--- config.mk ---
export PLATFORM = sky130hd
export DESIGN_NAME = dsw_ram
export DESIGN_NICKNAME = d
export VERILOG_FILES = /design/src/rtl/core/dsw_ram.sv
export SDC_FILE = /design/constraint.sdc
export NUM_CORES = 2
export LEC_CHECK = 0
export ABC_AREA = 1
export BUFFER_PORTS_ARGS = -buffer_cell sky130_fd_sc_hd__buf_2
export CAP_MARGIN = 20
export CELL_PAD_IN_SITES_DETAIL_PLACEMENT = 2
export CELL_PAD_IN_SITES_GLOBAL_PLACEMENT = 2
export CORE_AREA = 2 2 457 459
export DETAILED_ROUTE_END_ITERATION = 12
export DIE_AREA = 0 0 459 461
export GPL_ROUTABILITY_DRIVEN = 0
export HOLD_SLACK_MARGIN = 0.15
export PLACE_DENSITY_LB_ADDON = 0.1
export SETUP_SLACK_MARGIN = 0.15
export SYNTH_ARGS = -nofsm -noshare
export SYNTH_HDL_FRONTEND = slang
export SYNTH_SLANG_ARGS = --single-unit
export TNS_END_PERCENT = 100
--- constraint.sdc ---
create_clock -name clk_i -period 7.38 [get_ports clk_i]
set_clock_uncertainty 0.1 [all_clocks]
set_input_delay 1.107 -clock clk_i [delete_from_list [all_inputs] [get_ports clk_i]]
set_output_delay 1.107 -clock clk_i [all_outputs]
set_load 0.01 [all_outputs]
--- src/rtl/core/dsw_ram.sv ---
// Generic single-port synchronous RAM with registered read data.
// No dependencies.
module dsw_ram #(
  parameter int unsigned WIDTH = 32,
  parameter int unsigned DEPTH = 64
) (
  input  logic                     clk_i,
  input  logic                     we_i,
  input  logic [$clog2(DEPTH)-1:0] addr_i,
  input  logic [WIDTH-1:0]         wdata_i,
  output logic [WIDTH-1:0]         rdata_o
);

  logic [WIDTH-1:0] mem_q [DEPTH];
  logic [WIDTH-1:0] rdata_q;

  always_ff @(posedge clk_i) begin
    if (we_i) begin
      mem_q[addr_i] <= wdata_i;
    end
    rdata_q <= mem_q[addr_i];
  end

  assign rdata_o = rdata_q;

endmodule
Word-level counts from Yosys, hierarchy flattened --
Memory sizes are Yosys's and may differ from the RTL's. A register that Yosys moved wholly into a read port is not among the register bits. Cells that the tools add are included.
Storage, ports and cells: output and inout port bits 32, flip-flop bits (word level) 0, memories kept 1, word-level logic and storage cells 3, RAM bits 2048
Memory list:
- mem_q | words 64, bits a word 32, rd ports 1, clocked after Yosys merged registers in 1, wr ports 1, RTL line 14 | logic [WIDTH-1:0] mem_q [DEPTH];
Operators by class: mux-type cells 2
Operator list (number):
- 1-bit two-way mux | 2

Longest topological paths before layout --
depth in word-level cells 2, gate-level depth with buffers 15, gate-level depth less buffers 11

Worst setup path before layout --
No wires, ideal clock.
path kind input port to flip-flop, start in addr_i[0], end mem mem_q[41][0] (enable), setup slack 1.888 ns, data required time 6.778 ns, stages 6, library setup time 0.502 ns, arrival time 4.890 ns, path through buf_4 -> inv_2 -> buf_6 -> buf_4 -> buf_2 -> nor4_1
RTL lines:
- start, declared | RTL line 9 | input logic [$clog2(DEPTH)-1:0] addr_i,
- end, declared | RTL line 14
Straight into the memory's write port.

Final worst setup path --
start in addr_i[2], end mem mem_q[5][1] (enable)
Straight into the memory's write port.

==> impl_results.md <==
- Post-synth top cells: nand2_1, edfxtp_1, buf_2
- Die height: 461 um
- Number of distinct library cells after synthesis: 21
- WP data required: slightly below 8 ns
- Initial antenna violation count: 18
- Clk buf depth: 3
- Synth Instances: 8440
- Register clock-pin slew on the reported worst setup and hold paths: 0.06 ns
- Crit Path Max Fanout: 70
- Core Box Area: between 200000 and 250000 sq um
- Nets: 8519
- Die X: between 400 and 500 um
- Tightest Pin Transition: 1.347 ns
- Post-synth EDFFs: 2048
- Pleak: roughly 40 nW
- Detailed-route DRC error count: 0
- Setup ws final: 2.905 ns
- FF-to-FF path depth: 10
- DRT Pass-1 Iters: 6
- Crit path largest cell delay: 1.13 ns
- Slew margin rel.: 10.19%
- Drt wl/cell: approximately 28 um
- Buffers on Ports: 71
- Status: finished, final reports clean
- Cells taking the most area after synthesis: edfxtp_1, nand2_1, buf_2
- Post-Syn Nets: 8480
- Avg Inst Size Synth: 10.25 sq um
- Synth Flop Type: edfxtp_1
- Grt ovf: 0
- Most common cell in the netlist: nand2_1
- FF-to-FF setup slack: between 5 and 6 ns
- Vias in the first global route: 68760
- Cts repair resizes: 0
- Full die area: 211600 sq um
- Final Max Slew Viols: 0
- Power per cell area: 266.3 nW/um^2
- Via count: 61890
- Hold path cells: 1
- Max Cap Viol: 0
- Initial core utilization: 41.90%
- Post-placement worst setup slack: between 2 and 2.5 ns
- Fillers: 21210
- RR Startpoint: mem_q[22][10]
- Post-Route WL: 314.2 mm
- Synth warn: 0
- CP cell instances: buf_8, inv_8, nor2_1, nand3_1, nor2_4, buf_4
- Final count of negative-setup-slack endpoints: 0
- Total Routing Usage GR: 29.90%
- Crit. End Element: flip-flop
- H-tree depth: 4
- Max VDD drop: 264.3 uV
- TritonCTS clock tree: yes
- Hold Startpoint: wdata_i[6]
- Total Power: 0.02598 W
- Tcrit/Tclk final: 60.64%
- Slowest cell on the critical path: nor2_4
- Dpl hpwl: about 180 mm
- Via/cell ratio: around 5.4
- Top-Level Pins: between 70 and 80
- Unrepaired setup endpoints after global routing: no
- Row cnt: about 170
- Worst Path Arrival: 4.93 ns
- Setup CP Type: in -> reg
- Critical path launch point: addr_i[2]
- Startpoint types: input pin
- First-pass GRT wire length: 464.4 mm
- Area Overhead vs Synth: 12.76%
- CTS sink cnt: 2080
- Detail Route Antenna Nets: 0
- Top cell type's share of synthesized area: 71.09%
- Synthesized flop and latch total: 2080
- Postcts setup bufs: 0
- Largest area contributor in the netlist: edfxtp_1
- CTS Buf Count: 225
- Largest net degree at the start of global routing: 178
- Post-CTS Hold Fix Bufs: 0
- Max Clk Rate: 223.4 MHz
- Root Buffer: clkbuf_16
- Min Clock Period, post-route: 4.475 ns
- Fraction of layout cells with a size suffix above 1: 7.288%
- Worst min path class: in -> reg
- Setup TNS: 0 ns
- Fin. Hold Viols: 0
- Iter 0 DRT Violations: 5231
- Mapped Area: 86500 sq um
- Worst-Skew Late Latency: 0.88 ns
- Post-synthesis sequential area ratio: 71.84%
- Synth async-reset ratio: 0%
[report_power, final]
part / switching [W] / leakage, nW / total [W] / internal, W
Sequential: 0.0000539 / 18.7 / 0.0131 / 0.0131
Clock: 0.00484 / 3.48 / 0.0111 / 0.00630
Combinational: 0.00135 / 18.3 / 0.00170 / 0.000344
[through the flow]
step	area [sq um]	hold WS (ns)	util (%)	instances
after floorplan	86500	0.5079	-	8440
after global placement	90120	0.5833	43.65	10940
after detailed placement	90410	0.6327	43.80	10960
after CTS	97520	0.3338	47.24	11380
after global routing	97530	0.3746	47.24	11380
final	97540	0.3925	47.25	11380
[cells by family after synthesis]
group / count (synthesis) / synth area share (%)
AOI/OAI and AO/OA: 12 / 0.08389
buffers and inverters: 452 / 2.397
DFF: 2080 / 71.84
and+or+nand+nor: 5896 / 25.68
[routing by layer]
| metal | vias to the layer above | routed length, um | share of wire, % | global-route usage, % |
|---|---|---|---|---|
| li1 | 27390 | - | - | - |
| met1 | 32450 | 131400 | 42 | 38.93 |
| met2 | 1590 | 158500 | 50 | 52.27 |
| met3 | 456 | 14840 | 4.7 | 3.494 |
| met4 | 0 | 9451 | 3.0 | 9.236 |
| met5 | - | 0 | 0 | 0 |
[cell usage in the layout (no fill, tap or decap), drive strengths merged]
| master | count |
|---|---|
| or2 | 6 |
| dfxtp | 32 |
| edfxtp | 2048 |
| o21ai | 7 |
| bufinv | 15 |
| clkinv | 95 |
| buf | 234 |
| diode | 8 |
| nor3 | 8 |
| nand3 | 13 |
| nand2 | 5728 |
| nor4 | 2 |
| clkinvlp | 2 |
| o211ai | 5 |
| nand4 | 2 |
| clkbuf | 299 |
| nor2 | 137 |
| inv | 39 |
[critical path, delay by kind of cell]
kind,cells,cell delay (ns)
buffers and inverters,3,1.20
AND/OR/NAND/NOR,3,2.48
[sequential cells by signal (all words and copies together) (netlist names)]
register	flops
rdata_o	32
mem_q	2048
[layout make-up]
class                           count  area [sq um]  share of cell area (%)
Tap cell                         2704          3383                   3.469
Timing Repair Buffer              234          1932                   1.981
Inverter                           30         135.1                  0.1385
Sequential cell                  2080         62140                   63.71
Clock inverter                    121          1003                   1.029
Clock buffer                      299          6103                   6.257
Antenna cell                        8         20.02                 0.02052
Multi-Input combinational cell   5908         22820                   23.40
[final timing paths]
kind,to
setup / recovery,mem_q[5][1]
hold reg to reg,rdata_o[30]
hold / removal,mem_q[36][6]
setup reg to reg,rdata_o[10]
Power figures use the tool's default switching activity.
